[config.mk]
export PLATFORM = sky130hd
export DESIGN_NAME = ordered_task_set_top
export DESIGN_NICKNAME = d
export VERILOG_FILES = /design/src/rtl/otset_pkg.sv /design/src/rtl/otset_ram.sv /design/src/rtl/otset_seq.sv /design/src/rtl/ordered_task_set_top.sv
export SDC_FILE = /design/constraint.sdc
export NUM_CORES = 1
export LEC_CHECK = 0
export ABC_CLOCK_PERIOD_IN_PS = 3400
export BUFFER_PORTS_ARGS = -buffer_cell sky130_fd_sc_hd__clkbuf_2
export CAP_MARGIN = 5
export CORE_ASPECT_RATIO = 0.5
export CORE_MARGIN = 8
export CORE_UTILIZATION = 35
export DETAILED_ROUTE_END_ITERATION = 10
export GPL_TIMING_DRIVEN = 0
export PLACE_DENSITY = 0.59
export SLEW_MARGIN = 15
export SYNTH_ARGS = -nofsm -noshare
export SYNTH_HDL_FRONTEND = slang
export SYNTH_SLANG_ARGS = --single-unit
[constraint.sdc]
create_clock -name i_clk -period 3.4 [get_ports i_clk]
set_input_delay 0 -clock i_clk [delete_from_list [all_inputs] [get_ports i_clk]]
set_output_delay 0 -clock i_clk [all_outputs]
set_load 0.02 [all_outputs]
[src/rtl/otset_pkg.sv]
// Package for the ordered task set: beat types of both channels and opcode codes.
// Depends on nothing; imported by otset_seq, ordered_task_set_top, otset_checker and the testbench.
package otset_pkg;

    localparam logic [2:0] OP_PUSH_HEAD = 3'd0;
    localparam logic [2:0] OP_PUSH_TAIL = 3'd1;
    localparam logic [2:0] OP_REMOVE    = 3'd2;
    localparam logic [2:0] OP_ROTATE    = 3'd3;
    localparam logic [2:0] OP_QUERY     = 3'd4;

    typedef struct packed {
        logic [2:0] opcode;
        logic [7:0] task_id;
    } t_in;

    typedef struct packed {
        logic       was_present;
        logic       changed;
        logic       full_reject;
        logic       head_valid;
        logic [7:0] head_task;
        logic [4:0] entry_count;
    } t_out;

endpackage

[src/rtl/otset_ram.sv]
// Entry store of the ordered task set: one write port, one registered read port.
// No dependencies; instantiated by ordered_task_set_top.
module otset_ram #(
    parameter int DEPTH   = 16,
    parameter int ID_BITS = 8
) (
    input  logic                     i_clk,
    input  logic [$clog2(DEPTH)-1:0] i_raddr,
    input  logic                     i_we,
    input  logic [$clog2(DEPTH)-1:0] i_waddr,
    input  logic [ID_BITS-1:0]       i_wdata,
    output logic [ID_BITS-1:0]       o_rdata
);

    logic [ID_BITS-1:0] r_mem [DEPTH];
    logic [ID_BITS-1:0] r_rdata;

    always_ff @(posedge i_clk) begin
        if (i_we) begin
            r_mem[i_waddr] <= i_wdata;
        end
        r_rdata <= r_mem[i_raddr];
    end

    assign o_rdata = r_rdata;

endmodule

[src/rtl/otset_seq.sv]
// Sequencer of the ordered task set: scan, decide, shift and tail write over the entry store.
// Uses otset_pkg for beat types and opcodes; drives otset_ram through the top level.
module otset_seq #(
    parameter int DEPTH   = 16,
    parameter int ID_BITS = 8
) (
    input  logic                     i_clk,
    input  logic                     i_rst_n,
    input  logic                     i_start,
    input  otset_pkg::t_in           i_item,
    input  logic                     i_res_free,
    output logic                     o_busy,
    output logic                     o_done,
    output otset_pkg::t_out          o_res,
    output logic [$clog2(DEPTH)-1:0] o_raddr,
    input  logic [ID_BITS-1:0]       i_rdata,
    output logic                     o_we,
    output logic [$clog2(DEPTH)-1:0] o_waddr,
    output logic [ID_BITS-1:0]       o_wdata
);
    import otset_pkg::*;

    localparam int AW = $clog2(DEPTH);
    localparam int CW = $clog2(DEPTH + 1);

    localparam logic [2:0] S_IDLE   = 3'd0;
    localparam logic [2:0] S_SCAN   = 3'd1;
    localparam logic [2:0] S_DECIDE = 3'd2;
    localparam logic [2:0] S_MOVE   = 3'd3;
    localparam logic [2:0] S_TAIL   = 3'd4;
    localparam logic [2:0] S_RESP   = 3'd5;

    logic [2:0]         r_state,   n_state;
    logic [2:0]         r_op,      n_op;
    logic [ID_BITS-1:0] r_t,       n_t;
    logic [CW-1:0]      r_count,   n_count;
    logic [ID_BITS-1:0] r_head,    n_head;
    logic [CW-1:0]      r_idx,     n_idx;
    logic               r_pend,    n_pend;
    logic [AW-1:0]      r_paddr,   n_paddr;
    logic               r_found,   n_found;
    logic [AW-1:0]      r_pos,     n_pos;
    logic [AW-1:0]      r_src,     n_src;
    logic [CW-1:0]      r_left,    n_left;
    logic               r_up,      n_up;
    logic               r_present, n_present;
    logic               r_changed, n_changed;
    logic               r_reject,  n_reject;

    logic [39:0]        tid_ext;
    logic [39:0]        head_ext;
    logic [31:0]        cnt_ext;
    logic [CW-1:0]      cnt_m1;
    logic               hit;

    assign tid_ext  = 40'(i_item.task_id);
    assign head_ext = 40'(r_head);
    assign cnt_ext  = 32'(r_count);
    assign cnt_m1   = r_count - CW'(1);
    // scan compare: stored entry against the task under test
    assign hit      = r_pend && (i_rdata == r_t);

    always_comb begin
        n_state   = r_state;
        n_op      = r_op;
        n_t       = r_t;
        n_count   = r_count;
        n_head    = r_head;
        n_idx     = r_idx;
        n_pend    = r_pend;
        n_paddr   = r_paddr;
        n_found   = r_found;
        n_pos     = r_pos;
        n_src     = r_src;
        n_left    = r_left;
        n_up      = r_up;
        n_present = r_present;
        n_changed = r_changed;
        n_reject  = r_reject;
        o_raddr   = r_src;
        o_we      = 1'b0;
        o_waddr   = r_paddr;
        o_wdata   = i_rdata;

        case (r_state)
            S_IDLE: begin
                n_pend = 1'b0;
                if (i_start) begin
                    n_op      = i_item.opcode;
                    n_t       = tid_ext[ID_BITS-1:0];
                    n_idx     = '0;
                    n_found   = 1'b0;
                    n_present = 1'b0;
                    n_changed = 1'b0;
                    n_reject  = 1'b0;
                    n_state   = S_SCAN;
                end
            end
            S_SCAN: begin
                if (hit) begin
                    n_found = 1'b1;
                    n_pos   = r_paddr;
                end
                if (r_idx < r_count) begin
                    o_raddr = r_idx[AW-1:0];
                    n_paddr = r_idx[AW-1:0];
                    n_pend  = 1'b1;
                    n_idx   = r_idx + CW'(1);
                end else begin
                    n_pend = 1'b0;
                    if (!r_pend) begin
                        n_state = S_DECIDE;
                    end
                end
            end
            S_DECIDE: begin
                n_present = r_found;
                n_state   = S_RESP;
                case (r_op)
                    OP_PUSH_HEAD, OP_PUSH_TAIL: begin
                        if (!r_found) begin
                            if (r_count == CW'(DEPTH)) begin
                                n_reject = 1'b1;
                            end else if (r_op == OP_PUSH_HEAD) begin
                                n_changed = 1'b1;
                                n_up      = 1'b1;
                                n_src     = cnt_m1[AW-1:0];
                                n_left    = r_count;
                                n_state   = S_MOVE;
                            end else begin
                                n_changed = 1'b1;
                                o_we      = 1'b1;
                                o_waddr   = r_count[AW-1:0];
                                o_wdata   = r_t;
                                if (r_count == '0) begin
                                    n_head = r_t;
                                end
                                n_count = r_count + CW'(1);
                            end
                        end
                    end
                    OP_REMOVE: begin
                        if (r_found) begin
                            n_changed = 1'b1;
                            n_up      = 1'b0;
                            n_src     = r_pos + AW'(1);
                            n_left    = cnt_m1 - CW'(r_pos);
                            n_state   = S_MOVE;
                        end
                    end
                    OP_ROTATE: begin
                        n_present = 1'b0;
                        if (r_count > CW'(1)) begin
                            // keep the old head for the tail write
                            n_t       = r_head;
                            n_changed = 1'b1;
                            n_up      = 1'b0;
                            n_src     = AW'(1);
                            n_left    = cnt_m1;
                            n_state   = S_MOVE;
                        end
                    end
                    default: begin
                    end
                endcase
            end
            S_MOVE: begin
                if (r_pend) begin
                    o_we    = 1'b1;
                    o_waddr = r_up ? (r_paddr + AW'(1)) : (r_paddr - AW'(1));
                    o_wdata = i_rdata;
                    if (o_waddr == '0) begin
                        n_head = i_rdata;
                    end
                end
                if (r_left != '0) begin
                    o_raddr = r_src;
                    n_paddr = r_src;
                    n_pend  = 1'b1;
                    n_src   = r_up ? (r_src - AW'(1)) : (r_src + AW'(1));
                    n_left  = r_left - CW'(1);
                end else begin
                    n_pend = 1'b0;
                    if (!r_pend) begin
                        n_state = S_TAIL;
                    end
                end
            end
            S_TAIL: begin
                n_state = S_RESP;
                case (r_op)
                    OP_PUSH_HEAD: begin
                        o_we    = 1'b1;
                        o_waddr = '0;
                        o_wdata = r_t;
                        n_head  = r_t;
                        n_count = r_count + CW'(1);
                    end
                    OP_ROTATE: begin
                        o_we    = 1'b1;
                        o_waddr = cnt_m1[AW-1:0];
                        o_wdata = r_t;
                    end
                    OP_REMOVE: begin
                        n_count = cnt_m1;
                    end
                    default: begin
                    end
                endcase
            end
            S_RESP: begin
                if (i_res_free) begin
                    n_state = S_IDLE;
                end
            end
            default: begin
                n_state = S_IDLE;
            end
        endcase
    end

    always_ff @(posedge i_clk) begin
        if (!i_rst_n) begin
            r_state <= S_IDLE;
            r_count <= '0;
            r_pend  <= 1'b0;
        end else begin
            r_state <= n_state;
            r_count <= n_count;
            r_pend  <= n_pend;
        end
        r_op      <= n_op;
        r_t       <= n_t;
        r_head    <= n_head;
        r_idx     <= n_idx;
        r_paddr   <= n_paddr;
        r_found   <= n_found;
        r_pos     <= n_pos;
        r_src     <= n_src;
        r_left    <= n_left;
        r_up      <= n_up;
        r_present <= n_present;
        r_changed <= n_changed;
        r_reject  <= n_reject;
    end

    assign o_busy = (r_state != S_IDLE);
    assign o_done = (r_state == S_RESP) && i_res_free;

    always_comb begin
        o_res.was_present = r_present;
        o_res.changed     = r_changed;
        o_res.full_reject = r_reject;
        o_res.head_valid  = (r_count != '0);
        o_res.head_task   = (r_count != '0) ? head_ext[7:0] : 8'd0;
        o_res.entry_count = cnt_ext[4:0];
    end

endmodule

[src/rtl/ordered_task_set_top.sv]
// Ordered task set (run queue) top level. An input beat goes through a scan of the count
// entries, a decide step and, where entries move, a shift of up to count entries and a tail
// step before its result is registered. One item at a time, set by the single read port.
// The input is stalled while busy.
// Reset (synchronous, active low) empties the list and drops any waiting result; the entry
// store is not cleared, only entries below the count are read. Uses otset_seq, otset_ram.
module ordered_task_set_top #(
    parameter int DEPTH   = 16,
    parameter int ID_BITS = 8
) (
    input  logic            i_clk,
    input  logic            i_rst_n,
    input  logic            i_in_valid,
    output logic            o_in_stall,
    input  otset_pkg::t_in  i_in_data,
    output logic            o_out_valid,
    input  logic            i_out_stall,
    output otset_pkg::t_out o_out_data
);
    import otset_pkg::*;

    localparam int AW = $clog2(DEPTH);

    logic               seq_busy;
    logic               seq_done;
    t_out               seq_res;
    logic               res_free;
    logic [AW-1:0]      ram_raddr;
    logic               ram_we;
    logic [AW-1:0]      ram_waddr;
    logic [ID_BITS-1:0] ram_wdata;
    logic [ID_BITS-1:0] ram_rdata;

    logic               r_out_vld;
    t_out               r_out;

    // Hold the input whenever the sequencer is at work on an item.
    assign o_in_stall = seq_busy;

    // The result register is free when empty or when its beat leaves this cycle.
    assign res_free = !r_out_vld || !i_out_stall;

    otset_seq #(
        .DEPTH   (DEPTH),
        .ID_BITS (ID_BITS)
    ) u_seq (
        .i_clk      (i_clk),
        .i_rst_n    (i_rst_n),
        .i_start    (i_in_valid && !seq_busy),
        .i_item     (i_in_data),
        .i_res_free (res_free),
        .o_busy     (seq_busy),
        .o_done     (seq_done),
        .o_res      (seq_res),
        .o_raddr    (ram_raddr),
        .i_rdata    (ram_rdata),
        .o_we       (ram_we),
        .o_waddr    (ram_waddr),
        .o_wdata    (ram_wdata)
    );

    otset_ram #(
        .DEPTH   (DEPTH),
        .ID_BITS (ID_BITS)
    ) u_ram (
        .i_clk   (i_clk),
        .i_raddr (ram_raddr),
        .i_we    (ram_we),
        .i_waddr (ram_waddr),
        .i_wdata (ram_wdata),
        .o_rdata (ram_rdata)
    );

    // Result register: load a finished beat, drop it once taken downstream.
    always_ff @(posedge i_clk) begin
        if (!i_rst_n) begin
            r_out_vld <= 1'b0;
        end else if (seq_done) begin
            r_out_vld <= 1'b1;
        end else if (!i_out_stall) begin
            r_out_vld <= 1'b0;
        end
        if (seq_done) begin
            r_out <= seq_res;
        end
    end

    assign o_out_valid = r_out_vld;
    assign o_out_data  = r_out;

endmodule

# Yosys cells after proc, flatten, opt, wreduce, memory -nomap -nowiden
# Memories as Yosys holds them, arrays and structs flattened. A register that Yosys moved wholly into a read port is not among the register bits.
# Cells that the tools add are included.
# Widths: inputs -> output; s select.
[word_totals] ram_bits=128 elab_cells=223 register_bits=73 output_inout_bits=19 n_memories=1 input_bits=15
[memory_table] name="u_ram.r_mem" depth=16 width=8 read_ports=1 rd_clocked_by_memory_dff=1 wr=1 line="otset_ram.sv:15" text="logic [ID_BITS-1:0] r_mem [DEPTH];"
[classes] mux=106 n_reduce_logical=38 order_cmp=2 eq_ne=43 n_addsub=10
[op_table] op="$mux 8" count=16
[op_table] op="$mux 4" count=17
[op_table] op="$mux 5" count=12
[op_table] op="$pmux 5 s2" count=4
[op_table] op="$mux 3" count=11
[op_table] op="$ne 2x1->1 const B" count=16
[op_table] op="$pmux 8 s2" count=2
[op_table] op="$mux 1" count=27
[op_table] op="$pmux 4 s2" count=3
[op_table] op="$pmux 4 s3" count=2
[op_table] op="$pmux 8 s3" count=1
[op_table] op="$ne 2x2->1 const B" count=10
[op_table] op="$pmux 3 s6" count=1
[op_table] op="$pmux 5 s3" count=1
[op_table] op="$reduce_and 7->1" count=2
[op_table] op="$add 4x1->4 const B" count=3
[op_table] op="$eq 3x2->1 const B" count=4
[op_table] op="$ne 3x2->1 const B" count=4
[op_table] op="$pmux 1 s3" count=4
[op_table] op="$reduce_and 6->1" count=2
[op_table] op="$reduce_bool 3->1" count=4
[op_table] op="$add 5x1->5 const B" count=2
[op_table] op="$reduce_bool 2->1" count=5
[op_table] op="$reduce_bool 5->1" count=2
[op_table] op="26 further kinds" count=44

# Longest topological paths before layout
[depth] word_depth=8 depth_mapped=12

# Cells and area by module
# A second synthesis with hierarchy kept.
[unflattened] cells_unflattened=674 hier_area_um2=9542.9
[modules_own_cells] mod="otset_ram" instances=1 cells_each=229 area_per_inst_um2=5147.4
[modules_own_cells] mod="otset_seq" instances=1 cells_each=423 area_per_inst_um2=3843.7
[modules_own_cells] mod="ordered_task_set_top" instances=1 cells_each=22 area_per_inst_um2=551.8

# Worst setup path before layout
# Ideal clock, no wire load.
[synth_timing] path_kind="register to register" start="reg u_seq.r_count[0]" end="mem u_ram.r_mem[7][0], enable pin" setup_time_ns=0.385 arrival_ns=3.108 required_ns=3.015 path_stages_with_launch=11 n_path_buf=1 slack_ns=-0.093 period_less_slack_ns=3.493 cell_sequence="dfxtp_1 -> buf_2 -> inv_1 -> ha_1 -> nor4bb_1 -> or4_1 -> a221oi_1 -> o21ai_1 -> a221oi_2 -> nand2b_1 -> nor3b_1"
[synth_between] elab_chain_len=7 word_cells_on_any_way=14 classes_between="1 x add/sub; 1 x eq/ne; 12 x mux"
[synth_lines] element="start: declaration" line="otset_seq.sv:36" text="logic [CW-1:0] r_count, n_count;"
[synth_lines] element="start signal: assignment" line="otset_seq.sv:229" text="r_count <= n_count;"
[synth_lines] element="$eq 5x5->1" line="otset_seq.sv:122" text="if (r_count == CW'(DEPTH)) begin"
[synth_lines] element="$mux 1" line="otset_seq.sv:122"
[synth_lines] element="$mux 1" line="otset_seq.sv:121" text="if (!r_found) begin"
[synth_lines] element="$mux 1" line="otset_seq.sv:119" text="case (r_op)"
[synth_lines] element="$pmux 1 s3" line="otset_seq.sv:85" text="case (r_state)"
[synth_lines] element="$mux 1" line="otset_ram.sv:19" text="if (i_we) begin"
[synth_lines] element="$mux 1 (not written as such)" line="otset_ram.sv:20" text="r_mem[i_waddr] <= i_wdata;"
[synth_lines] element="end: declaration" line="otset_ram.sv:15"
# Parallel ways exist; a longest one is shown, timed or not.

# Final worst setup path
[layout_timing] start="reg u_seq.r_count[0]" end="mem u_ram.r_mem[6][6], enable pin"
# Same word-level chain as after synthesis.

==> results.cfg <==
[detailed_routing]
final_antenna_net_count = 0
drc_errors = 0
wl_per_cell_um = 19.5
dr.pass1.iters = 5
vias_per_cell = 5.21
drt_iter0_drc = 385
num_vias = 6232
drt-total-wl_um = 23400

[final_layout]
finalInstanceArea_um2 = 11600
diodes = 0
multi_input_area_um2 = 3570
fillers = 2488
synthToLayoutAreaGrowth_pct = 20.5
register_area_um2 = 6100
nets = 860
drive_gt1_share_pct = 19.4

[setup_path]
path_buf_inv = 4
path_cells = buf_6, inv_1, ha_1, nor4bb_4, or4_4, a221oi_4, o21ai_4, a221oi_4, buf_12, buf_4, nand2b_2, nor2_4
critical_path.max_stage_delay_ns = 0.48
arrival_ns = 3.48
critical-path-top-delay-family = simple AND/OR/NAND/NOR gates
required_ns = 3.59
critPathKind = reg2reg
path_common_cell = a221oi_4
crit_end = u_ram.r_mem[6][6]
critical-path-slowest-cell = nor4bb_4
startpoint = u_seq.r_count[0]
startpoint_type = flip-flop
r2r_start = u_seq.r_count[0]
r2r_setup_slack_ns = 0.11
cp_max_fo = 8
cp.depth = 12
rr_endpoint = u_ram.r_mem[6][6]
crit_path_end_kind = flip-flop
r2r.worst_path.cells = 12

[floorplanning]
die_h_um = 133
initial_core_util_pct = 35.2
die-area_um2 = 33400
chipWidth_um = 251
ios = 34
core_um2 = 27400
rows = 43

[grt]
grt_pass1_vias = 6207
overflow = 0
grt_max_degree = 17
antenna_found_initial = 0
groute.usage.overall_pct = 13.6
grt_pass1_wl_um = 36000

[placed_design]
port_buffers = 33
gp_congestion = 0.882
post_dp_cell_area_um2 = 10300
place_hpwl_um = 16100

[synth]
syn_nets = 771
synth_cell_type_count = 60
synthXorXnorAreaFrac_pct = 2.91
synth_seq_area_share_pct = 63.2
synthCells = 732
synth_ff_type = edfxtp_1
synth_area_um2 = 9640
synth_compound_area_share_pct = 8.59
synthArstFlopShare_pct = 0
synth.area.mux_share_pct = 8.12
ys_ff_latch = 209
yosys_warnings = 0
avgSynthCellArea_um2 = 13.2
synth_top_family_by_area = simple AND/OR/NAND/NOR gates
synth_fa_ha_area_share_pct = 3.35
synth_edf_count = 191
yosys.area_share.simple_pct = 11.0

[sta]
setup_violations = 0
slew_headroom_pct = 33.9
finalMaxSlewViolations = 0
fmax_ghz = 0.304
hold_viol = 0
tightest_slew_ns = 0.982
period_share_pct = 96.8
fin_skew_ns = 0.0151
finalCriticalPeriod_ns = 3.29
rsz0062_at_grt = no
finalSetupTns_ns = 0

[clocking]
clk_latency_ns = 0.52
clock-sinks = 209
cts_root_buf = clkbuf_16
htreeDepth = 1
clk_path_buf_depth = 3
clkTransAtPathRegs_ns = 0.06
cts_tree = yes
cts-buffers-inserted = 22

[power]
power_mw = 7.36
ir_drop_uv = 359
leakagePower_nw = 4.26
power_density_nw_per_um2 = 634

[worst_hold_path]
min_path_type = in2reg

[outcome]
status = finished clean

[run]
maxCapViolCount = 0
==> timing repair <==
| action | CTS | global route |
|---|---|---|
| hold buffers | 16 | 0 |
| pin swaps | 13 | 3 |
| gates resized for setup | 58 | 13 |
| hold endpoints to repair | 26 | 0 |
| endpoints found under the setup margin | 248 | 144 |
| buffers inserted | 12 | 3 |
==> layer usage <==
layer	wire length, um	part of all wire (%)	GRT usage [%]	vias up
met2	10700	46	22.2	170
met1	10700	46	18.1	3088
met5	0	0	0	-
met4	760	3.3	4.31	0
met3	1190	5.1	2.88	51
li1	-	-	-	2923
==> cell families (layout without fill, tap and decap cells) <==
logic type / Yosys count / count (layout)
buffers and inverters: 58 / 163
adders and majority gates: 24 / 24
DFF: 209 / 209
AOI/OAI and AO/OA: 123 / 123
muxes: 77 / 77
and+or+nand+nor: 209 / 209
xor gates and xnor gates: 32 / 32
==> per-stage QoR <==
stage,hold WS [ns],util (%),worst slack (ns),cells
finish,0.219,42.4,0.108,1197
global route,0.205,42.4,0.000640,1197
CTS,0.208,42.2,0.00564,1194
detailed placement,0.181,37.6,-0.978,1127
global placement,0.182,37.5,-0.870,1125
floorplan,0.0989,-,0.0848,732
==> worst min-delay path by stage <==
stage,from,to,cells past startpoint
after floorplan,i_in_data[8],u_seq.r_op[0],0
after global routing,i_in_data[8],u_seq.r_op[0],2
final,i_in_data[8],u_seq.r_op[0],2
after global placement,i_in_data[8],u_seq.r_op[0],1
after CTS,i_in_data[8],u_seq.r_op[0],2
after detailed placement,i_in_data[8],u_seq.r_op[0],1
==> power breakdown <==
group	leakage [nW]	internal (mW)	switching, mW
registers	1.91	3.23	0.136
clock network	0.339	1.28	0.998
logic	2.00	0.619	1.10
==> cells in the final DEF, fill, tap and decap left out, drive strengths merged, types with 5 or more instances in the layout <==
cell         netlist  routed
buf               11      28
nand3              8       8
nor3b              6       6
a211oi             5       5
o21ai             19      19
and2               7       7
inv               29      29
a21o               5       5
ha                21      21
nor2              33      33
nor2b             16      16
nand2             84      84
dfxtp             18      18
clkbuf            18      76
or4                9       9
mux2              10      10
a21oi             26      26
mux2i             67      67
nor3              10      10
o22ai             33      33
edfxtp           191     191
xnor2             23      23
nand2b             9       9
clkinv             0      13
a31oi              7       7
nor4b              5       5
xor2               9       9
dlygate4sd3        0      16
a221oi             6       6
==> cells in the mapped netlist (9+ instances only) <==
library cell	count	share of area, %
ha_1	21	2.7
nor3_1	10	0.52
mux2i_1	67	7.0
a21oi_1	26	1.3
clkbuf_1	18	0.70
xnor2_1	23	2.1
or4_1	9	0.70
edfxtp_1	191	59
xor2_1	9	0.82
nor2_1	33	1.3
nand2_1	84	3.3
o21ai_0	11	0.57
inv_1	27	1.1
mux2_2	10	1.2
nor2b_1	16	1.0
dfxtp_1	18	3.7
o22ai_1	33	2.1
==> flip-flops by register name, summed over array words and instances (netlist names), 3 cells and up <==
signal,cells
u_ram.r_mem,128
o_out_data,17
u_ram.o_rdata,8
u_seq.r_head,8
u_seq.r_t,8
u_seq.r_count,5
u_seq.r_idx,5
u_seq.r_left,5
u_seq.r_paddr,4
u_seq.r_pos,4
u_seq.r_src,4
u_seq.r_op,3
u_seq.r_state,3
==> layout make-up <==
| class | instances | share of cell area (%) |
|---|---|---|
| tap | 360 | 3.88 |
| buffer | 28 | 1.52 |
| clock buffer | 26 | 4.87 |
| inverter | 29 | 0.937 |
| clock inverter | 14 | 1.02 |
| multi-input combinational | 465 | 30.7 |
| timing repair buffer | 66 | 4.59 |
| sequential | 209 | 52.5 |
No activity file was read; power rests on OpenSTA's default activity.
